[src/sv/pwbb_pkg.sv]
// shared types, constants and helpers of the per-type window byte budget block
`timescale 1ns / 1ps
package pwbb_pkg;

   localparam int unsigned TYPE_SLOTS_DEF = 131072;
   localparam logic [15:0] BUDGET_RST     = 16'd2048;
   localparam logic [7:0]  HEADER_RST     = 8'd12;
   localparam logic [16:0] MAX_TYPE_RST   = 17'd100000;

   localparam int unsigned DIVIDEND_W = 48;
   localparam int unsigned DIVISOR_W  = 32;

   localparam logic [1:0] REG_BUDGET   = 2'd0;
   localparam logic [1:0] REG_HEADER   = 2'd1;
   localparam logic [1:0] REG_MAX_TYPE = 2'd2;

   localparam logic CMD_MSG    = 1'b0;
   localparam logic CMD_REPORT = 1'b1;

   typedef struct packed {
      logic        valid;
      logic [31:0] epoch;
      logic [15:0] free;
      logic [15:0] msgs;
      logic [31:0] saved;
   } entry_type;

   // lowest field last
   typedef struct packed {
      logic        no_windows;
      logic [47:0] average;
      logic [31:0] window_total;
      logic [31:0] saved_total;
      logic        present;
      logic        ignored;
      logic        accepted;
   } result_type;

   function automatic logic [31:0] sat_add(input logic [31:0] a, input logic [15:0] b);
      logic [32:0] s;
      s = {1'b0, a} + {17'b0, b};
      return s[32] ? 32'hFFFF_FFFF : s[31:0];
   endfunction

endpackage

[src/sv/pwbb_div.sv]
// restoring divider, one quotient bit per cycle
`timescale 1ns / 1ps
module pwbb_div (
   input  logic                              clock,
   input  logic                              reset,
   input  logic                              start,
   input  logic [pwbb_pkg::DIVIDEND_W-1:0]   dividend,
   input  logic [pwbb_pkg::DIVISOR_W-1:0]    divisor,
   output logic                              busy,
   output logic                              done,
   output logic [pwbb_pkg::DIVIDEND_W-1:0]   quotient
);

   localparam int unsigned CW = $clog2(pwbb_pkg::DIVIDEND_W);

   logic [pwbb_pkg::DIVISOR_W-1:0]  rem_ff, rem_in;
   logic [pwbb_pkg::DIVIDEND_W-1:0] quo_ff, quo_in;
   logic [pwbb_pkg::DIVISOR_W-1:0]  dsr_ff;
   logic [CW-1:0]                   cnt_ff, cnt_in;
   logic                            busy_ff, busy_in;
   logic                            done_ff, done_in;
   logic [pwbb_pkg::DIVISOR_W:0]    trial;
   logic                            fits;

   assign trial = {rem_ff, quo_ff[pwbb_pkg::DIVIDEND_W-1]};
   assign fits  = trial >= {1'b0, dsr_ff};

   always_comb begin
      rem_in  = rem_ff;
      quo_in  = quo_ff;
      cnt_in  = cnt_ff;
      busy_in = busy_ff;
      done_in = 1'b0;
      if (start) begin
         rem_in  = '0;
         quo_in  = dividend;
         cnt_in  = '0;
         busy_in = 1'b1;
      end else if (busy_ff) begin
         rem_in = fits ? pwbb_pkg::DIVISOR_W'(trial - {1'b0, dsr_ff})
                       : trial[pwbb_pkg::DIVISOR_W-1:0];
         quo_in = {quo_ff[pwbb_pkg::DIVIDEND_W-2:0], fits};
         cnt_in = cnt_ff + 1'b1;
         if (cnt_ff == CW'(pwbb_pkg::DIVIDEND_W - 1)) begin
            busy_in = 1'b0;
            done_in = 1'b1;
         end
      end
   end

   always_ff @(posedge clock) begin
      if (reset) begin
         busy_ff <= 1'b0;
         done_ff <= 1'b0;
      end else begin
         busy_ff <= busy_in;
         done_ff <= done_in;
      end
      rem_ff <= rem_in;
      quo_ff <= quo_in;
      cnt_ff <= cnt_in;
      if (start) begin
         dsr_ff <= divisor;
      end
   end

   assign busy     = busy_ff;
   assign done     = done_ff;
   assign quotient = quo_ff;

endmodule

[config.mk]
export PLATFORM = sky130hd
export DESIGN_NAME = pwbb_div
export DESIGN_NICKNAME = d
export VERILOG_FILES = /design/src/sv/pwbb_pkg.sv /design/src/sv/pwbb_div.sv
export SDC_FILE = /design/constraint.sdc
export NUM_CORES = 1
export LEC_CHECK = 0
export ABC_AREA = 1
export ABC_CLOCK_PERIOD_IN_PS = 5080
export BUFFER_PORTS_ARGS = -buffer_cell sky130_fd_sc_hd__buf_2
export CAP_MARGIN = 20
export CORE_ASPECT_RATIO = 2
export CORE_MARGIN = 5
export CORE_UTILIZATION = 25
export CTS_CLUSTER_DIAMETER = 150
export DETAILED_ROUTE_END_ITERATION = 8
export PLACE_DENSITY = 0.46
export SKIP_LAST_GASP = 1
export SYNTH_ARGS = -nofsm -noshare
export SYNTH_HDL_FRONTEND = slang
export SYNTH_SLANG_ARGS = --single-unit
[constraint.sdc]
create_clock -name clock -period 5.08 [get_ports clock]
set_input_delay 0.508 -clock clock [delete_from_list [all_inputs] [get_ports clock]]
set_output_delay 0.508 -clock clock [all_outputs]
set_load 0.02 [all_outputs]
==> reports/results.tsv, run 1 <==
stage	metric	value	unit
layout	antennaDiodeCount	0	
critical_path	arrival	3380	ps
clock_network	cts.sinks	120	
floorplan	dieArea	33700	µm²
routing	drt_iter0_drc	320	
routing	drc	0	
placed_design	dpl.hpwl	18900	µm
clock_network	cts_hold_buf	0	
floorplan	rows	89	
routing	vias_per_cell	4.40	
logic_synthesis	synth_top_area_cell	edfxtp_1	
clock_network	cts_tree	done	
routing	firstDrtPassIters	5	
logic_synthesis	synth.distinct_cells	36	
logic_synthesis	synth-seq-cells	120	
timing	max_freq	331	MHz
timing	clock_skew	7.66	ps
layout	post-route-util	0.307	
critical_path	crit_type	reg2reg	
layout	final_common_cell	nand2_1	
layout	layout_common_cells	457 x nand2_1, 174 x inv_1, 131 x buf_2	
pwr	power	2670	µW
placed_design	placed_area	8510	µm²
global_route	grt_pass1_wl	37500	µm
clock_network	htreeDepth	4	
timing	hold_viol	0	
routing	ant_nets	0	
logic_synthesis	synth_edf_count	80	
logic_synthesis	synthesis.nets	1176	
critical_path	start_kind	flip-flop	
logic_synthesis	syn_avg_cell_area	7.07	µm²
critical_path	worstPathCellList	inv_1, ha_1, nand2_1, nand2_1, a21oi_2, nand2_1, nand2_1, nand2_1, nor2_4, nand2_4, nand2_1, nand3_1, o21ai_1	
clock_network	cts_buffer_depth	2	
routing	wirelength	24400	µm
critical_path	crit_start	dsr_ff[24]	
logic_synthesis	ys_dominant_reg_cell	edfxtp_1	
layout	area_growth	21.0	%
layout	fin_area	9070	µm²
timing	tightest_slew	979	ps
outcome	outcome	complete, no violations	
pwr	p_leak	0.00477	µW
logic_synthesis	synth_area_leaders	edfxtp_1 32%, nand2_1 23%, dfxtp_1 11%	
logic_synthesis	synth_top_cell_area_share	0.321	
critical_path	path_buf_inv	1	
logic_synthesis	syn_inst	1059	
critical_path	worst-path-max-fanout	34	
critical_path	r2r-start	dsr_ff[24]	
critical_path	end_kind	flip-flop	
timing	relSlewSlack	0.346	
floorplan	core_area	29500	µm²
clock_network	post-cts-setup-buffers	0	
timing	slew_viol_final	0	
floorplan	ios	133	
layout	fin_nets	1306	
logic_synthesis	ys_async_sr_fraction	0	
clock_network	cts_inserted_buffers	17	
pwr	ir_worst_vdd	0.000194	V
global_route	first_global_vias	7115	
floorplan	die_x	132	µm
placed_design	gp_congestion	0.953	
placed_design	dp_cells	1534	
timing	setup_tns	0	ps
clock_network	clk_latency	430	ps
global_route	antenna_found_initial	0	
routing	num_vias	6888	
critical_path	slowest_stage	nor2_4	
clock_network	cts_resized	0	
critical_path	worst_path_most_repeated_cell	nand2_1	
logic_synthesis	synth_area	7490	µm²
logic_synthesis	ys_warn_count	0	
min_path	hp-class	in2reg	
critical_path	crit_required	5440	ps
timing	period_needed	3020	ps
logic_synthesis	ys_seq_area_frac	0.428	
layout	n_fill_cell	3210	
floorplan	dieHeight	255	µm
global_route	grt_usage	0.145	
critical_path	cpPeakStageDelay	750	ps
timing	setup_viol	0	
clock_network	cts.clk_slew.worst_paths	60	ps
layout	stdcell_count	1566	
timing	rsz0062_at_grt	no	
floorplan	start_util	0.254	
layout	drive_gt1_frac	0.154	
pwr	p_per_area	295	nW/µm²
min_path	hold_path_startpoint	divisor[22]	
timing	layout_worst_path_cycle_share	0.594	
routing	routedWlPerCell	15.6	µm
run	drv_cap	0	
global_route	grt_max_degree	55	
clock_network	cts-root-buf	clkbuf_16	
global_route	overflow	0	
critical_path	crit_family	simple AND/OR/NAND/NOR gates	
placed_design	port_buffers	132	
[worst register-to-register path, cell delays in order (launching register included)]
cell and delay [ps]:
edfxtp_1 340, inv_1 50, ha_1 370, nand2_1 100
nand2_1 130, a21oi_2 180, nand2_1 90, nand2_1 60
nand2_1 70, nor2_4 750, nand2_4 430, nand2_1 200
nand3_1 80, o21ai_1 90
[cell type report]
cell class,instances,area (µm²),share of cell area
multi-input combinational,732,3470,0.382
clock inverter,8,98.8,0.0109
sequential,120,3200,0.353
clock buffer,24,462,0.0509
inverter,181,679,0.0749
timing repair buffer,137,701,0.0773
tap,364,455,0.0502
[stage by stage]
stage	hold WS [ps]	setup slack, ps
after global routing	227	1800
after global placement	461	2070
after detailed placement	463	2000
after CTS	215	2000
after floorplan	444	2220
final	247	2060
[registers in the layout, summed over array words and instances, names as in the netlist]
register and count:
rem_ff 32, busy 1, quotient 48, dsr_ff 32
done 1, cnt_ff 6
[where the power goes]
group | internal, µW | switching (µW)
combinational | 113 | 232
sequential | 1120 | 30.8
clock | 732 | 447
[logic make-up after synthesis]
| kind of cell | synth area share |
|---|---|
| fa+ha+maj | 0.0578 |
| compound gates | 0.0342 |
| simple gates | 0.354 |
| buf+inv | 0.110 |
| flops | 0.428 |
| xor+xnor | 0.0164 |
[cells in the mapped netlist, types with 9 or more instances]
cell,instances
nor2_1,46
dfxtp_1,40
a21oi_1,22
ha_1,33
o21ai_0,9
inv_1,175
xnor2_1,13
nand2_1,457
nand3b_1,15
edfxtp_1,80
clkbuf_1,13
nand3_1,83
[final timing paths]
kind	end	slack, ps	cells after the start
worst max-delay path	rem_ff[7]	2060	13
worst min-delay path	dsr_ff[22]	250	1
worst max register to register	rem_ff[7]	2060	13
worst min register to register	rem_ff[22]	470	2
[layer usage]
metal | routed length [µm] | GRT usage | vias to the layer above
met1 | 8210 | 0.126 | 3068
met5 | 0 | 0 | -
met3 | 1100 | 0.0347 | 66
met2 | 13600 | 0.286 | 207
li1 | - | - | 3547
met4 | 1450 | 0.0952 | 0
No activity file was read; power rests on OpenSTA's default activity.
==> run 2: changes to the inputs <==
--- a/config.mk
+++ b/config.mk
@@ -6,7 +6,7 @@
 export NUM_CORES = 1
 export LEC_CHECK = 0
 export ABC_AREA = 1
-export ABC_CLOCK_PERIOD_IN_PS = 5080
+export ABC_CLOCK_PERIOD_IN_PS = 2900
 export BUFFER_PORTS_ARGS = -buffer_cell sky130_fd_sc_hd__buf_2
 export CAP_MARGIN = 20
 export CORE_ASPECT_RATIO = 2
==> constraint.sdc (replaced) <==
create_clock -name clock -period 2.9 [get_ports clock]
set_input_delay 0.29 -clock clock [delete_from_list [all_inputs] [get_ports clock]]
set_output_delay 0.29 -clock clock [all_outputs]
set_load 0.02 [all_outputs]
==> run 2 against run 1 <==
Worst hold slack lost 220 ps. Die area is the same. Register-to-register slack lost 1600 ps. Non-clock buffer count grew 8. Largest cell class unchanged. Clock-buffer cell count shrank 7. Critical path depth grew 2. Clock skew grew 5.9 ps. First-iteration DRC count shrank 11%. Largest power group is now registers. Combinational power grew 78%. Clock power grew 63%. Critical endpoint is now rem_ff[12]. Highest routed layer is now met5.
==> reports/results.tsv, run 2 (synthesis gave the netlist of run 1 again) <==
stage	metric	value	unit
outcome	outcome	complete, no violations	
global_route	grt_max_degree	59	
timing	max_freq	407	MHz
global_route	overflow	0	
placed_design	place_ws	446	ps
timing	setup_viol	0	
pwr	p_clk_frac	0.423	
routing	routedWlPerCell	15.6	µm
critical_path	slowest_stage	edfxtp_1	
routing	drt_iter0_drc	284	
run	drv_cap	0	
clock_network	cts.clk_slew.worst_paths	60	ps
min_path	holdPathStages	1	
layout	largest_register_ffs	48	
floorplan	dieArea	33700	µm²
layout	drive_gt1_frac	0.156	
routing	firstDrtPassIters	4	
clock_network	htreeDepth	4	
clock_network	cts_buffer_depth	2	
floorplan	dieHeight	255	µm
critical_path	rrSetupSlack	440	ps
global_route	grt_usage	0.146	
pwr	netSwitchingFraction	0.274	
layout	stdcell_count	1573	
critical_path	crit_type	reg2reg	
clock_network	cts_hold_buf	2	
pwr	power	4550	µW
critical_path	start_kind	flip-flop	
floorplan	core_area	29500	µm²
pwr	p_int	3300	µW
routing	drc	0	
timing	hold-worst-slack	27.7	ps
critical_path	end_kind	flip-flop	
floorplan	rows	89	
clock_network	clk_latency	440	ps
critical_path	crit_required	3210	ps
min_path	hp-class	in2reg	
layout	layout_common_cells	457 x nand2_1, 174 x inv_1, 131 x buf_2	
critical_path	reg2reg_to	rem_ff[12]	
clock_network	post-cts-setup-buffers	0	
floorplan	ios	133	
critical_path	arrival	2760	ps
layout	area_growth	21.6	%
pwr	switchingPower	1250	µW
timing	setup_ws	443	ps
pwr	pwr-share-comb	0.135	
placed_design	dp_cells	1540	
clock_network	cts_resized	0	
clock_network	cts_inserted_buffers	17	
floorplan	start_util	0.254	
placed_design	dpl.hpwl	19300	µm
routing	ant_nets	0	
timing	layout_worst_path_cycle_share	0.847	
clock_network	cts.sinks	120	
timing	period_needed	2460	ps
placed_design	gp_congestion	0.955	
pwr	p_per_area	499	nW/µm²
timing	tightest_slew	584	ps
layout	antennaDiodeCount	0	
min_path	hold_end	dsr_ff[16]	
pwr	power_frac_seq	0.442	
global_route	antenna_found_initial	1	
critical_path	worst-path-max-fanout	16	
placed_design	port_buffers	132	
routing	vias_per_cell	4.37	
timing	rsz0062_at_grt	no	
routing	wirelength	24500	µm
layout	fin_nets	1314	
critical_path	r2r-start	dsr_ff[20]	
clock_network	cts-root-buf	clkbuf_16	
timing	setup_tns	0	ps
pwr	ir_worst_vdd	0.000340	V
critical_path	ff2ff_path_depth	15	
global_route	first_global_vias	7133	
floorplan	die_x	132	µm
timing	hold_viol	0	
min_path	hold_path_startpoint	divisor[16]	
critical_path	cpPeakStageDelay	370	ps
critical_path	worstPathCellList	inv_1, ha_1, nand2_2, inv_2, nand2_1, nand2_1, nand2_1, nand2_1, nand2_1, nand2_1, nor2_4, buf_4, nand3_1, nand3_1, o21ai_1	
layout	final_common_cell	nand2_1	
critical_path	worst_path_most_repeated_cell	nand2_1	
timing	relSlewSlack	0.610	
routing	num_vias	6869	
global_route	grt_pass1_wl	37900	µm
timing	slew_viol_final	0	
timing	clock_skew	13.6	ps
clock_network	cts_tree	done	
pwr	p_leak	0.00480	µW
[run 2: cell types whose count changed in the layout (fill, tap and decap cells not counted)]
cell           previous run  this run
clkinv_1                  3        10
clkinv_4                  1         0
buf_12                    0         2
clkinv_2                  3         4
bufinv_16                 2         1
clkbuf_8                  1         0
clkbuf_1                  6         0
dlygate4sd3_1             0         2
buf_4                     6        10
[run 2: area by class of cell]
cell class                 count  area (µm²)
fill                        3245       20400
multi-input combinational    732        3470
sequential                   120        3200
timing repair buffer         145         791
inverter                     181         679
tap                          364         455
clock buffer                  17         425
clock inverter                14        91.3
[run 2: worst max path at each step]
stage / start / to / slack, ps / depth (start not counted)
floorplan: busy / quotient[0] / 190 / 3
global placement: dsr_ff[20] / rem_ff[12] / 480 / 15
detailed placement: dsr_ff[20] / rem_ff[12] / 450 / 15
CTS: dsr_ff[20] / rem_ff[12] / 420 / 15
global route: dsr_ff[20] / rem_ff[12] / 180 / 15
finish: dsr_ff[20] / rem_ff[12] / 440 / 15
[run 2: critical path, delay by kind of cell, from the launching register on]
family | cells | cell delay [ps]
simple gates | 10 | 1160
buf+inv | 3 | 420
compound gates | 1 | 70
flops | 1 | 370
fa+ha+maj | 1 | 300
[run 2: per-layer routing]
| layer | track usage | vias to the layer above | part of all wire |
|---|---|---|---|
| li1 | - | 3567 | - |
| met1 | 0.126 | 3066 | 0.34 |
| met2 | 0.296 | 180 | 0.56 |
| met3 | 0.0361 | 54 | 0.043 |
| met4 | 0.0839 | 2 | 0.051 |
| met5 | 0 | - | 0.00053 |
[run 2: power groups by stage]
stage / clock network [µW] / logic [µW] / registers [µW]
3_3_place_gp: 0 / 625 / 2050
2_1_floorplan: 0 / 281 / 2130
6_report: 1920 / 613 / 2010
3_5_place_dp: 0 / 625 / 2050
5_1_grt: 2050 / 684 / 2030
4_1_cts: 2000 / 628 / 2020
[run 2: per-stage QoR]
stage	util	cell area [µm²]
floorplan	-	7490
global placement	0.291	8580
detailed placement	0.291	8580
CTS	0.309	9110
global route	0.309	9110
finish	0.309	9110
